==> config.mk <==
export PLATFORM = sky130hd
export DESIGN_NAME = clipped_masked_blit
export DESIGN_NICKNAME = d
export VERILOG_FILES = /design/src/sv/cmb_pkg.sv /design/src/sv/cmb_regs.sv /design/src/sv/cmb_counter.sv /design/src/sv/cmb_clip.sv /design/src/sv/clipped_masked_blit.sv
export VERILOG_INCLUDE_DIRS = /design/src /design/src/sv
export SDC_FILE = /design/constraint.sdc
export NUM_CORES = 1
export LEC_CHECK = 0
export BUFFER_PORTS_ARGS = -buffer_cell sky130_fd_sc_hd__buf_2
export CAP_MARGIN = 20
export CORE_AREA = 2 2 186 188
export DETAILED_ROUTE_END_ITERATION = 6
export DIE_AREA = 0 0 188 190
export PLACE_DENSITY = 0.62
export SYNTH_ARGS = -nofsm -noshare
export SYNTH_HDL_FRONTEND = slang
export SYNTH_SLANG_ARGS = --single-unit
==> constraint.sdc <==
create_clock -name clk -period 6.5 [get_ports clk]
set_clock_uncertainty 0.1 [all_clocks]
set_input_delay 0.975 -clock clk [delete_from_list [all_inputs] [get_ports clk]]
set_output_delay 0.975 -clock clk [all_outputs]
set_load 0.005 [all_outputs]
==> src/sv/assert_macros.svh <==
// ----------------------------------------------------------------------------
// assert_macros.svh
// Shared assertion macros for the masked blit block.
// ----------------------------------------------------------------------------
`ifndef ASSERT_MACROS_SVH
`define ASSERT_MACROS_SVH

// The property must hold at every clock edge outside reset.
`define CMB_ASSERT(label, clk, rst_n, prop, msg) \
    label: assert property (@(posedge clk) disable iff (!rst_n) (prop)) \
        else $error(msg);

// The condition must never be seen at a clock edge outside reset.
`define CMB_NEVER(label, clk, rst_n, cond, msg) \
    label: assert property (@(posedge clk) disable iff (!rst_n) !(cond)) \
        else $error(msg);

`endif

==> src/sv/cmb_pkg.sv <==
// ----------------------------------------------------------------------------
// cmb_pkg
// Types and constants shared by the masked blit modules.
// ----------------------------------------------------------------------------
package cmb_pkg;

    localparam int DEF_VIEW_WIDTH      = 320;
    localparam int DEF_VIEW_HEIGHT     = 200;
    localparam int DEF_MAX_IMAGE_WIDTH = 1024;

    localparam int CFG_W     = 11;
    localparam int CFG_IDX_W = 3;
    localparam int PIXEL_W   = 32;
    localparam int MASK_W    = 8;
    localparam int ADDR_W    = 19;
    localparam int ROW_W     = 11;

    localparam logic [ROW_W-1:0] ROW_MAX = '1;

    localparam logic [CFG_IDX_W-1:0] REG_WINDOW_SOURCE_X = 3'd0;
    localparam logic [CFG_IDX_W-1:0] REG_WINDOW_SOURCE_Y = 3'd1;
    localparam logic [CFG_IDX_W-1:0] REG_TARGET_X        = 3'd2;
    localparam logic [CFG_IDX_W-1:0] REG_TARGET_Y        = 3'd3;
    localparam logic [CFG_IDX_W-1:0] REG_WINDOW_WIDTH    = 3'd4;
    localparam logic [CFG_IDX_W-1:0] REG_WINDOW_HEIGHT   = 3'd5;
    localparam logic [CFG_IDX_W-1:0] REG_IMAGE_WIDTH     = 3'd6;
    localparam logic [CFG_IDX_W-1:0] REG_LINE_PITCH      = 3'd7;

    typedef struct packed {
        logic signed [CFG_W-1:0] window_source_x;
        logic signed [CFG_W-1:0] window_source_y;
        logic signed [CFG_W-1:0] target_x;
        logic signed [CFG_W-1:0] target_y;
        logic [CFG_W-1:0]        window_width;
        logic [CFG_W-1:0]        window_height;
        logic [CFG_W-1:0]        image_width;
        logic [CFG_W-1:0]        line_pitch;
    } cmb_cfg_t;

    localparam cmb_cfg_t CFG_RESET = '{
        window_source_x: '0,
        window_source_y: '0,
        target_x:        '0,
        target_y:        '0,
        window_width:    '0,
        window_height:   '0,
        image_width:     11'd1,
        line_pitch:      11'd320
    };

    typedef struct packed {
        logic                 write_enable;
        logic [ADDR_W-1:0]    write_address;
        logic [PIXEL_W-1:0]   write_pixel;
        logic                 config_error;
    } cmb_result_t;

endpackage

==> src/sv/cmb_regs.sv <==
// ----------------------------------------------------------------------------
// cmb_regs
// Configuration register file of the masked blit block.
// ----------------------------------------------------------------------------
module cmb_regs (
    input  logic                              clk,
    input  logic                              rst_n,
    input  logic                              wr_en,
    input  logic [cmb_pkg::CFG_IDX_W-1:0]     wr_index,
    input  logic [cmb_pkg::CFG_W-1:0]         wr_data,
    output cmb_pkg::cmb_cfg_t                 cfg
);
    import cmb_pkg::*;

    cmb_cfg_t cfg_reg;
    cmb_cfg_t cfg_next;

    always_comb
    begin
        cfg_next = cfg_reg;
        if (wr_en)
        begin
            unique case (wr_index)
                REG_WINDOW_SOURCE_X: cfg_next.window_source_x = $signed(wr_data);
                REG_WINDOW_SOURCE_Y: cfg_next.window_source_y = $signed(wr_data);
                REG_TARGET_X:        cfg_next.target_x        = $signed(wr_data);
                REG_TARGET_Y:        cfg_next.target_y        = $signed(wr_data);
                REG_WINDOW_WIDTH:    cfg_next.window_width    = wr_data;
                REG_WINDOW_HEIGHT:   cfg_next.window_height   = wr_data;
                REG_IMAGE_WIDTH:     cfg_next.image_width     = wr_data;
                REG_LINE_PITCH:      cfg_next.line_pitch      = wr_data;
                default:             cfg_next = cfg_reg;
            endcase
        end
    end

    always_ff @(posedge clk or negedge rst_n)
    begin
        if (!rst_n)
        begin
            cfg_reg <= CFG_RESET;
        end
        else
        begin
            cfg_reg <= cfg_next;
        end
    end

    assign cfg = cfg_reg;

endmodule

==> src/sv/cmb_counter.sv <==
// ----------------------------------------------------------------------------
// cmb_counter
// Source column and row counters with row wrap, row saturation and restart on the last pixel.
// ----------------------------------------------------------------------------
`include "assert_macros.svh"

module cmb_counter #(
    parameter int MAX_IMAGE_WIDTH = cmb_pkg::DEF_MAX_IMAGE_WIDTH
) (
    input  logic                                  clk,
    input  logic                                  rst_n,
    input  logic                                  step,
    input  logic                                  last,
    input  logic [cmb_pkg::CFG_W-1:0]             image_width,
    output logic [$clog2(MAX_IMAGE_WIDTH)-1:0]    col,
    output logic [cmb_pkg::ROW_W-1:0]             row,
    output logic                                  col_in_image
);
    import cmb_pkg::*;

    localparam int COL_W = $clog2(MAX_IMAGE_WIDTH);
    localparam int CMP_W = (COL_W + 1 > CFG_W) ? COL_W + 1 : CFG_W;

    logic [COL_W-1:0] col_reg;
    logic [COL_W-1:0] col_next;
    logic [ROW_W-1:0] row_reg;
    logic [ROW_W-1:0] row_next;
    logic [CMP_W-1:0] img_ext;
    logic [CMP_W-1:0] eff_width;
    logic [CMP_W-1:0] col_plus;
    logic             wrap;

    // The effective width is the register clamped to one through the maximum.
    always_comb
    begin
        img_ext = CMP_W'(image_width);
        if (img_ext == '0)
        begin
            eff_width = CMP_W'(1);
        end
        else if (img_ext > CMP_W'(MAX_IMAGE_WIDTH))
        begin
            eff_width = CMP_W'(MAX_IMAGE_WIDTH);
        end
        else
        begin
            eff_width = img_ext;
        end
    end

    assign col_plus     = CMP_W'(col_reg) + CMP_W'(1);
    assign wrap         = (col_plus >= eff_width);
    assign col_in_image = (CMP_W'(col_reg) < eff_width);

    always_comb
    begin
        col_next = col_reg;
        row_next = row_reg;
        if (step)
        begin
            if (last)
            begin
                col_next = '0;
                row_next = '0;
            end
            else if (wrap)
            begin
                col_next = '0;
                if (row_reg != ROW_MAX)
                begin
                    row_next = row_reg + 1'b1;
                end
            end
            else
            begin
                col_next = col_plus[COL_W-1:0];
            end
        end
    end

    always_ff @(posedge clk or negedge rst_n)
    begin
        if (!rst_n)
        begin
            col_reg <= '0;
            row_reg <= '0;
        end
        else
        begin
            col_reg <= col_next;
            row_reg <= row_next;
        end
    end

    assign col = col_reg;
    assign row = row_reg;

    `CMB_ASSERT(a_last_restarts, clk, rst_n, step && last |=> (col_reg == '0) && (row_reg == '0), "last pixel did not restart the counters")
    `CMB_ASSERT(a_row_saturates, clk, rst_n, step && !last && (row_reg == ROW_MAX) |=> (row_reg == ROW_MAX), "row counter left saturation")
    `CMB_ASSERT(a_col_steps, clk, rst_n, step && !last && !wrap |=> (col_reg == $past(col_reg) + 1'b1), "column counter did not step by one")

endmodule

==> src/sv/cmb_clip.sv <==
// ----------------------------------------------------------------------------
// cmb_clip
// Window and viewport clipping, mask test, pitch check and destination address.
// ----------------------------------------------------------------------------
module cmb_clip #(
    parameter int VIEW_WIDTH      = cmb_pkg::DEF_VIEW_WIDTH,
    parameter int VIEW_HEIGHT     = cmb_pkg::DEF_VIEW_HEIGHT,
    parameter int OFS_W           = 14
) (
    input  cmb_pkg::cmb_cfg_t                 cfg,
    input  logic signed [OFS_W-1:0]           x,
    input  logic signed [OFS_W-1:0]           y,
    input  logic                              in_image,
    input  logic [cmb_pkg::MASK_W-1:0]        mask,
    input  logic [cmb_pkg::PIXEL_W-1:0]       pixel,
    output cmb_pkg::cmb_result_t              result
);
    import cmb_pkg::*;

    localparam int D_W    = OFS_W + 1;
    localparam int VX_W   = $clog2(VIEW_WIDTH);
    localparam int VY_W   = $clog2(VIEW_HEIGHT);
    localparam int PROD_W = VY_W + CFG_W + 1;

    logic signed [D_W-1:0] dx;
    logic signed [D_W-1:0] dy;
    logic                  in_window;
    logic                  in_view;
    logic                  err;
    logic                  we;
    logic [PROD_W-1:0]     row_base;
    logic [PROD_W-1:0]     addr_sum;

    assign dx = D_W'(cfg.target_x) + D_W'(x);
    assign dy = D_W'(cfg.target_y) + D_W'(y);

    assign in_window = (x >= 0) && (x < $signed(OFS_W'(cfg.window_width)))
                    && (y >= 0) && (y < $signed(OFS_W'(cfg.window_height)));
    assign in_view   = (dx >= 0) && (dx < $signed(D_W'(VIEW_WIDTH)))
                    && (dy >= 0) && (dy < $signed(D_W'(VIEW_HEIGHT)));

    assign err = (cfg.line_pitch < CFG_W'(VIEW_WIDTH));
    assign we  = !err && in_image && in_window && in_view && (mask != '0);

    // Inside the viewport both coordinates fit the view's index widths.
    assign row_base = PROD_W'(dy[VY_W-1:0]) * PROD_W'(cfg.line_pitch);
    assign addr_sum = row_base + PROD_W'(dx[VX_W-1:0]);

    always_comb
    begin
        result.write_enable  = we;
        result.write_address = we ? ADDR_W'(addr_sum) : '0;
        result.write_pixel   = we ? pixel : '0;
        result.config_error  = err;
    end

endmodule

==> src/sv/clipped_masked_blit.sv <==
// ----------------------------------------------------------------------------
// clipped_masked_blit
// Masked, clipped copy of a streamed source image into a viewport.
// ----------------------------------------------------------------------------
// The block takes one source pixel per clock in raster order while pix_stall
// is low and returns one write request per pixel: the pixel and its source
// offsets land in an input register, then the clip and address logic (one
// 11-bit by row multiply plus add) fills the result register. Both stages move
// every cycle unless a stalled request holds them, so the sustained rate is
// one pixel per clock without output stalls. The column and row counters are
// updated once per accepted pixel. A request waiting on the output blocks the
// input register only while it already holds a pixel. Configuration writes are
// always ready and must happen while no pixel is in flight.
// ----------------------------------------------------------------------------
`include "assert_macros.svh"

module clipped_masked_blit #(
    parameter int VIEW_WIDTH      = cmb_pkg::DEF_VIEW_WIDTH,
    parameter int VIEW_HEIGHT     = cmb_pkg::DEF_VIEW_HEIGHT,
    parameter int MAX_IMAGE_WIDTH = cmb_pkg::DEF_MAX_IMAGE_WIDTH
) (
    input  logic                              clk,
    input  logic                              rst_n,
    input  logic                              pix_valid,
    output logic                              pix_stall,
    input  logic [cmb_pkg::PIXEL_W-1:0]       source_pixel,
    input  logic [cmb_pkg::MASK_W-1:0]        mask_byte,
    input  logic                              last_pixel,
    output logic                              wr_valid,
    input  logic                              wr_stall,
    output logic                              write_enable,
    output logic [cmb_pkg::ADDR_W-1:0]        write_address,
    output logic [cmb_pkg::PIXEL_W-1:0]       write_pixel,
    output logic                              config_error,
    input  logic                              cfg_valid,
    output logic                              cfg_ready,
    input  logic [cmb_pkg::CFG_IDX_W-1:0]     cfg_index,
    input  logic [cmb_pkg::CFG_W-1:0]         cfg_data
);
    import cmb_pkg::*;

    localparam int COL_W = $clog2(MAX_IMAGE_WIDTH);
    localparam int OFS_W = ((COL_W > ROW_W) ? COL_W : ROW_W) + 2;

    cmb_cfg_t                cfg;
    logic [COL_W-1:0]        col;
    logic [ROW_W-1:0]        row;
    logic                    col_in_image;
    logic                    pix_accept;
    logic                    wr_block;
    logic                    s1_advance;

    logic                    s1_valid_reg;
    logic                    s1_valid_next;
    logic [PIXEL_W-1:0]      s1_pixel_reg;
    logic [MASK_W-1:0]       s1_mask_reg;
    logic signed [OFS_W-1:0] s1_x_reg;
    logic signed [OFS_W-1:0] s1_y_reg;
    logic                    s1_inimg_reg;
    logic signed [OFS_W-1:0] s1_x_next;
    logic signed [OFS_W-1:0] s1_y_next;

    cmb_result_t             res_next;
    cmb_result_t             res_reg;
    logic                    wr_valid_reg;
    logic                    wr_valid_next;

    assign cfg_ready = 1'b1;

    cmb_regs u_regs (
        .clk      (clk),
        .rst_n    (rst_n),
        .wr_en    (cfg_valid && cfg_ready),
        .wr_index (cfg_index),
        .wr_data  (cfg_data),
        .cfg      (cfg)
    );

    cmb_counter #(
        .MAX_IMAGE_WIDTH (MAX_IMAGE_WIDTH)
    ) u_counter (
        .clk          (clk),
        .rst_n        (rst_n),
        .step         (pix_accept),
        .last         (last_pixel),
        .image_width  (cfg.image_width),
        .col          (col),
        .row          (row),
        .col_in_image (col_in_image)
    );

    // Handshake: the input register takes a new pixel when it is empty or its request moves on.
    assign wr_block   = wr_valid_reg && wr_stall;
    assign s1_advance = s1_valid_reg && !wr_block;
    assign pix_stall  = s1_valid_reg && wr_block;
    assign pix_accept = pix_valid && !pix_stall;

    assign s1_valid_next = pix_accept || (s1_valid_reg && !s1_advance);
    assign wr_valid_next = s1_advance || wr_block;

    // Offsets of the pixel from the window's top left corner.
    assign s1_x_next = $signed(OFS_W'(col)) - OFS_W'(cfg.window_source_x);
    assign s1_y_next = $signed(OFS_W'(row)) - OFS_W'(cfg.window_source_y);

    cmb_clip #(
        .VIEW_WIDTH      (VIEW_WIDTH),
        .VIEW_HEIGHT     (VIEW_HEIGHT),
        .OFS_W           (OFS_W)
    ) u_clip (
        .cfg      (cfg),
        .x        (s1_x_reg),
        .y        (s1_y_reg),
        .in_image (s1_inimg_reg),
        .mask     (s1_mask_reg),
        .pixel    (s1_pixel_reg),
        .result   (res_next)
    );

    always_ff @(posedge clk or negedge rst_n)
    begin
        if (!rst_n)
        begin
            s1_valid_reg <= 1'b0;
            wr_valid_reg <= 1'b0;
        end
        else
        begin
            s1_valid_reg <= s1_valid_next;
            wr_valid_reg <= wr_valid_next;
        end
    end

    always_ff @(posedge clk)
    begin
        if (pix_accept)
        begin
            s1_pixel_reg <= source_pixel;
            s1_mask_reg  <= mask_byte;
            s1_x_reg     <= s1_x_next;
            s1_y_reg     <= s1_y_next;
            s1_inimg_reg <= col_in_image;
        end
        if (s1_advance)
        begin
            res_reg <= res_next;
        end
    end

    assign wr_valid      = wr_valid_reg;
    assign write_enable  = res_reg.write_enable;
    assign write_address = res_reg.write_address;
    assign write_pixel   = res_reg.write_pixel;
    assign config_error  = res_reg.config_error;

    `CMB_NEVER(a_no_write_on_error, clk, rst_n, wr_valid_reg && res_reg.config_error && res_reg.write_enable, "write issued with a pitch error")
    `CMB_ASSERT(a_idle_fields_zero, clk, rst_n, wr_valid_reg && !res_reg.write_enable |-> (res_reg.write_address == '0) && (res_reg.write_pixel == '0), "suppressed request carries data")
    `CMB_ASSERT(a_advance_fills_output, clk, rst_n, s1_advance |=> wr_valid_reg, "request lost between stages")

endmodule
==> qor.csv, run 1 <==
metric,value,unit
status,completed,
nNetsFinal,1775,
arrival,6.33,ns
seq_area,0.006355,mm^2
setup_viol,0,
grt_util_all_layers,18.36,%
coreArea,0.03395,mm^2
cp_max_fo,8,
synth_fp_nets,1654,
rows,68,
area_growth,14.31,%
ctsHoldBuffers,0,
syn_area,0.01499,mm^2
io_buffers,114,
post_drt_wl_per_cell,16.20,um
largest_reg_flops,88,
fin_crit,6.180,ns
clk_latency,0.55,ns
wl_met1,15520,um
cts_tree,built,
postSynth.asyncResetShare,48.26,%
syn-instance-count,1396,
cts_sinks,230,
yosysSeqAreaShare,42.41,%
antenna_found_initial,0,
drc,0,
ys_warn_count,0,
route.met2.wl,15080,um
finalHoldWorstSlack,0.2755,ns
relSlewSlack,38.56,%
rr_endpoint,write_address[17]$_SDFFCE_PN0P_,
drt-vias-per-instance,5.096,
grt_pass1_wl,52980,um
first_pass_iters,6,
overflow,0,
maxCapViolCount,0,
die-area,0.03572,mm^2
io_pins,116,
tightest_slew,0.9176,ns
drive_gt1_share,19.26,%
grt_pass1_vias,10390,
multiInputGateArea,0.007764,mm^2
vias,10150,
hold_class,input port to async pin,
cp.required,6.65,ns
fillers,3102,
endpoint_kind,register,
synth_edf_count,119,
grt_max_degree,78,
die_h,190,um
rrSetupSlack,0.32,ns
synth_seq_cells,230,
cts.clk_slew.worst_paths,0.06,ns
ant_nets,0,
critPathKind,register to register,
dr.max_layer_used,met4,
reg2regPathDepth,23,
hold_viol_final,0,
wl,32270,um
reg2reg_from,s1_y_reg[0]$_DFFE_PP_,
startpoint_type,register,
fp.dieW,188,um
start_util,44.14,%
finalMaxSlewViolations,0,
rsz0062_at_grt,no,
dr_wl_met3,946,um
dpl.hpwl,23570,um
cts_max_path_buffers,3,
ys_types,77,
fmax,161.8,MHz
syn_avg_cell_area,10.73,um^2
setup_tns,0,ns
cts-root-buf,clkbuf_16,
period_share,95.08,%
synthFlopType,edfxtp_1,
htree_levels,1,
drtIter0Drc,440,
diodes,0,
cts_buffers,27,
globalplace.congestion,0.8243,
-- Yosys cell counts (3+ instances only) --
master / count / share of area (%)
dfrtp_1: 108 / 18
or3_1: 5 / 0.21
nand2_1: 115 / 2.9
nand2b_1: 12 / 0.50
a31oi_1: 8 / 0.33
a311oi_1: 3 / 0.18
edfxtp_1: 119 / 24
nand4_1: 7 / 0.29
a21boi_0: 5 / 0.25
nand3_1: 18 / 0.60
ha_1: 131 / 11
a21o_1: 16 / 0.80
and2_1: 66 / 2.8
dfstp_2: 3 / 0.53
o21a_1: 16 / 0.80
or2_2: 3 / 0.13
o21ai_0: 73 / 2.4
buf_2: 3 / 0.10
clkbuf_1: 33 / 0.83
nor2_1: 56 / 1.4
a21oi_1: 44 / 1.5
nor2b_1: 11 / 0.46
xor2_1: 27 / 1.6
xnor2_1: 27 / 1.6
a211oi_1: 4 / 0.20
and3_1: 8 / 0.33
fa_1: 67 / 9.0
nand4b_1: 4 / 0.23
buf_6: 5 / 0.38
inv_1: 200 / 5.0
nor4_2: 10 / 0.83
a211o_1: 4 / 0.23
nor4_1: 43 / 1.8
o31ai_1: 3 / 0.15
nor3_1: 23 / 0.77
mux2_2: 58 / 4.4
o211ai_1: 5 / 0.25
-- per-stage QoR --
stage	cell area (um^2)	cells	util [%]	setup slack [ns]
final	17130	1992	50.46	0.3201
after global routing	17130	1992	50.46	0.006235
after CTS	16950	1985	49.94	0.04653
after detailed placement	16040	1936	47.24	0.005763
after global placement	16040	1936	47.24	0.1032
after floorplan	14990	1396	-	0.3096
-- cell type report --
type | instances | area share (%)
Multi-Input combinational cell | 920 | 45.32
Sequential cell | 230 | 37.10
Clock buffer | 37 | 4.638
Timing Repair Buffer | 138 | 4.609
Inverter | 200 | 4.390
Tap cell | 455 | 3.323
Clock inverter | 12 | 0.6208
-- layer usage --
| metal | GRT usage (%) | up-vias |
|---|---|---|
| met5 | 0 | - |
| met4 | 4.664 | 0 |
| met3 | 2.214 | 44 |
| li1 | - | 5029 |
| met2 | 31.41 | 166 |
| met1 | 24.85 | 4912 |
-- kinds of logic (layout without fill, tap and decap cells) --
logic type                 count (synthesis)  count (layout)  synth area share (%)
DFF                                      230             230                 42.41
buffers and inverters                    246             387                 6.696
xor gates and xnor gates                  54              54                 3.156
muxes                                     59              59                 4.425
adders and majority gates                198             198                 19.89
and+or+nand+nor                          398             398                 14.29
AOI/OAI and AO/OA                        210             210                 9.109
other                                      1               1               0.02502
-- cells in the final DEF, fill, tap and decap left out, types with 21 or more instances in the layout --
| master | count |
|---|---|
| clkbuf_16 | 28 |
| buf_2 | 113 |
| inv_1 | 199 |
| nor2_1 | 56 |
| xnor2_1 | 24 |
| mux2_2 | 58 |
| xor2_1 | 25 |
| and2_1 | 66 |
| ha_1 | 130 |
| o21ai_0 | 73 |
| nand2_1 | 115 |
| fa_1 | 66 |
| dfrtp_1 | 108 |
| edfxtp_1 | 119 |
| nor3_1 | 21 |
| nor4_1 | 43 |
| buf_4 | 22 |
| a21oi_1 | 40 |
-- what timing repair did --
item	4_1_cts	5_1_grt
setup endpoints to repair	1	6
hold endpoints to repair	0	0
gates resized for setup	2	17
buffers inserted	0	4
pin swaps	0	8
-- worst max-delay path: stages, from the launching register on --
cell and delay (ns):
edfxtp_1 0.38, ha_1 0.23, fa_2 0.38, a21oi_2 0.21
a2bb2oi_2 0.18, nor2b_4 0.21, xnor2_4 0.11, and2_1 0.19
fa_1 0.50, inv_1 0.05, fa_1 0.53, inv_1 0.05
fa_1 0.52, inv_1 0.05, fa_1 0.52, inv_1 0.04
ha_1 0.30, a21o_1 0.21, a21o_1 0.19, a21oi_2 0.19
nand2_1 0.08, o21ba_2 0.20, a311oi_1 0.35, nor4_2 0.07
-- worst max path at each step --
| stage | to | cells past startpoint | startpoint |
|---|---|---|---|
| 2_1_floorplan | write_address[17]$_SDFFCE_PN0P_ | 24 | s1_y_reg[1]$_DFFE_PP_ |
| 3_3_place_gp | write_address[18]$_SDFFCE_PN0P_ | 23 | s1_y_reg[1]$_DFFE_PP_ |
| 3_5_place_dp | write_address[18]$_SDFFCE_PN0P_ | 23 | s1_y_reg[1]$_DFFE_PP_ |
| 5_1_grt | write_address[18]$_SDFFCE_PN0P_ | 23 | s1_y_reg[2]$_DFFE_PP_ |
| 6_report | write_address[17]$_SDFFCE_PN0P_ | 23 | s1_y_reg[0]$_DFFE_PP_ |
| 4_1_cts | write_address[17]$_SDFFCE_PN0P_ | 23 | s1_y_reg[0]$_DFFE_PP_ |
Power of run 1 is not shown: default switching activity piles up to over one toggle a cycle in this logic, so the estimate is an artifact.
==> run 2: changes to the inputs <==
--- a/config.mk
+++ b/config.mk
@@ -6,12 +6,14 @@
 export SDC_FILE = /design/constraint.sdc
 export NUM_CORES = 1
 export LEC_CHECK = 0
+export ABC_AREA = 1
 export BUFFER_PORTS_ARGS = -buffer_cell sky130_fd_sc_hd__buf_2
 export CAP_MARGIN = 20
-export CORE_AREA = 2 2 186 188
+export CORE_AREA = 2 2 184 186
 export DETAILED_ROUTE_END_ITERATION = 6
-export DIE_AREA = 0 0 188 190
-export PLACE_DENSITY = 0.62
+export DIE_AREA = 0 0 186 188
+export PLACE_DENSITY = 0.63
+export SETUP_SLACK_MARGIN = 0.5
 export SYNTH_ARGS = -nofsm -noshare
 export SYNTH_HDL_FRONTEND = slang
 export SYNTH_SLANG_ARGS = --single-unit
==> run 2 against run 1 <==
Synthesized area decreased by 1.7%. First-iteration DRC count increased by 1.4%. Wire length decreased by 2.2%. Worst setup slack improved by 0.51 ns. Maximum frequency increased by 9.0%. Sequential cell count unchanged. Die area decreased by 2.1%. Core utilization decreased by 0.16 points. Clock-buffer cell count increased by 4. Critical endpoint is now write_address[15]$_SDFFCE_PN0P_. Hold slack improved by 0.11 ns.
==> qor.csv, run 2 <==
metric,value,unit
status,completed,
tightest_slew,0.8991,ns
layout_common_cells,"inv_1 (320), nand2_1 (296), nor2_1 (152), ha_1 (129), edfxtp_1 (119)",
period_share,87.25,%
nNetsFinal,1993,
synth_fa_ha_area_share,20.23,%
synth_edf_count,119,
hold_class,register to register,
cts_sinks,230,
fillers,3100,
first_pass_iters,5,
critPathKind,register to register,
yosys.area.top_type,edfxtp_1,
synth_top_family_by_area,adder cells,
synthMuxAreaShare,0,%
arrival,5.84,ns
rows,67,
wl,31580,um
clk_latency,0.53,ns
grt_pass1_vias,10530,
synth-xor-area-share,3.312,%
cts-root-buf,clkbuf_16,
grt_max_degree,70,
drt-vias-per-instance,4.824,
startpoint_type,register,
synth_top_area_share,24.25,%
start_util,44.50,%
ys_top_cells_by_count,"inv_1 (321), nand2_1 (298), nor2_1 (152)",
yosysMostFrequentCell,inv_1,
cts_buffers,26,
syn-instance-count,1613,
cp.required,6.67,ns
synth_fp_nets,1871,
seq_area,0.006355,mm^2
die-area,0.03497,mm^2
grt_util_all_layers,18.53,%
coreArea,0.03311,mm^2
diodes,0,
post_drt_wl_per_cell,14.33,um
fin_area,0.01666,mm^2
grt_pass1_wl,52160,um
synth_seq_cells,230,
fp.dieW,186,um
layout_commonest_cell,inv_1,
area_growth,13.04,%
placed_area,0.01580,mm^2
ys_types,47,
cts_max_path_buffers,3,
ys_warn_count,0,
hold_viol_final,0,
cp_max_fo,5,
relSlewSlack,40.06,%
vias,10630,
yosysSeqAreaShare,43.13,%
io_buffers,114,
globalplace.congestion,0.8682,
fmax,176.3,MHz
io_pins,116,
dpl.hpwl,24220,um
synthSimpleGateAreaFrac,15.25,%
overflow,0,
cts_tree,built,
drive_gt1_share,11.74,%
syn_avg_cell_area,9.135,um^2
synth-compound-area-share,8.703,%
synthFlopType,edfxtp_1,
rsz0062_at_grt,no,
multiInputGateArea,0.007049,mm^2
fin_crit,5.672,ns
finalMaxSlewViolations,0,
ctsHoldBuffers,0,
postSynth.asyncResetShare,48.26,%
antenna_found_initial,1,
endpoint_kind,register,
ant_nets,0,
syn_area,0.01474,mm^2
drtIter0Drc,446,
setup_tns,0,ns
largest_reg_flops,88,
synth_area_leaders,"edfxtp_1 (24%), dfrtp_1 (18%), ha_1 (11%)",
drc,0,
setup_viol,0,
cts.clk_slew.worst_paths,0.06,ns
htree_levels,1,
die_h,188,um
maxCapViolCount,0,
run 2: changes by cell type in the layout (fill, tap and decap cells not counted), sizes merged, moves of 31 or more:
cell	delta
a21oi	+31
and2	-65
inv	+130
mux2	-58
nand2	+186
nor2	+107
nor4	-50
o21ai	+51
run 2: worst paths after layout:
kind	cells after the start	slack, ns	endpoint	from
min in group asynchronous	1	0.47	u_counter.col[5]$_DFFE_PN0P_	rst_n
setup / recovery	23	0.83	write_address[15]$_SDFFCE_PN0P_	s1_y_reg[6]$_DFFE_PP_
hold reg to reg	2	0.38	u_regs.cfg[43]$_DFFE_PN0P_	u_regs.cfg[43]$_DFFE_PN0P_
max in group asynchronous	2	4.69	u_regs.cfg[32]$_DFFE_PN0P_	rst_n
setup reg to reg	23	0.83	write_address[15]$_SDFFCE_PN0P_	s1_y_reg[6]$_DFFE_PP_
hold / removal	2	0.38	u_regs.cfg[43]$_DFFE_PN0P_	u_regs.cfg[43]$_DFFE_PN0P_
run 2: logic make-up (layout without fill, tap and decap cells):
kind of cell | after synthesis | after routing
other | 1 | 1
AND/OR/NAND/NOR | 536 | 536
adder cells (fa/ha/maj) | 198 | 198
XOR/XNOR | 54 | 54
buffers and inverters | 360 | 502
AO/OA/AOI/OAI | 234 | 234
flip-flops | 230 | 230
run 2: final cells by class:
class | instances | area share, %
clock inverter | 7 | 0.3530
sequential | 230 | 38.15
timing repair buffer | 122 | 3.801
tap | 448 | 3.365
multi-input combinational | 1023 | 42.32
clock buffer | 41 | 4.492
inverter | 332 | 7.519
run 2: repair_timing:
item,4_1_cts,5_1_grt
endpoints found under the hold margin,0,0
pin swaps,0,1
resized for setup,2,15
buffers inserted,0,2
endpoints found under the setup margin,4,9
run 2: routing by layer:
| metal | share of wire, % | vias to the layer above | track usage, % |
|---|---|---|---|
| met5 | 0.041 | - | 0 |
| met4 | 3.1 | 2 | 5.663 |
| met3 | 5.0 | 56 | 2.622 |
| met2 | 46 | 230 | 30.83 |
| met1 | 46 | 4966 | 25.05 |
| li1 | - | 5373 | - |
run 2: critical path, stage by stage (launching register included):
cell and delay [ns]:
edfxtp_1 0.41, ha_1 0.46, nand2_2 0.12, nor2_1 0.11
nand2_1 0.08, nand2_1 0.08, nand2_1 0.06, nand2_1 0.17
clkinvlp_4 0.16, nor2_1 0.15, fa_1 0.44, fa_1 0.52
fa_1 0.54, inv_1 0.05, fa_1 0.52, inv_1 0.04
ha_1 0.35, a21oi_1 0.19, a21boi_2 0.22, o21ai_1 0.11
a21boi_1 0.22, o21ai_0 0.13, xor2_1 0.14, nor2_1 0.05
run 2: through the flow:
stage	std cells	utilization, %	hold WS (ns)	worst slack [ns]
2_1_floorplan	1613	-	0.3331	0.8242
3_3_place_gp	2153	47.71	0.3668	0.5184
3_5_place_dp	2153	47.71	0.3729	0.3187
4_1_cts	2201	50.15	0.3870	0.5242
5_1_grt	2203	50.30	0.4076	0.4618
6_report	2203	50.30	0.3846	0.8284
Power of run 2 is left out for the same reason.
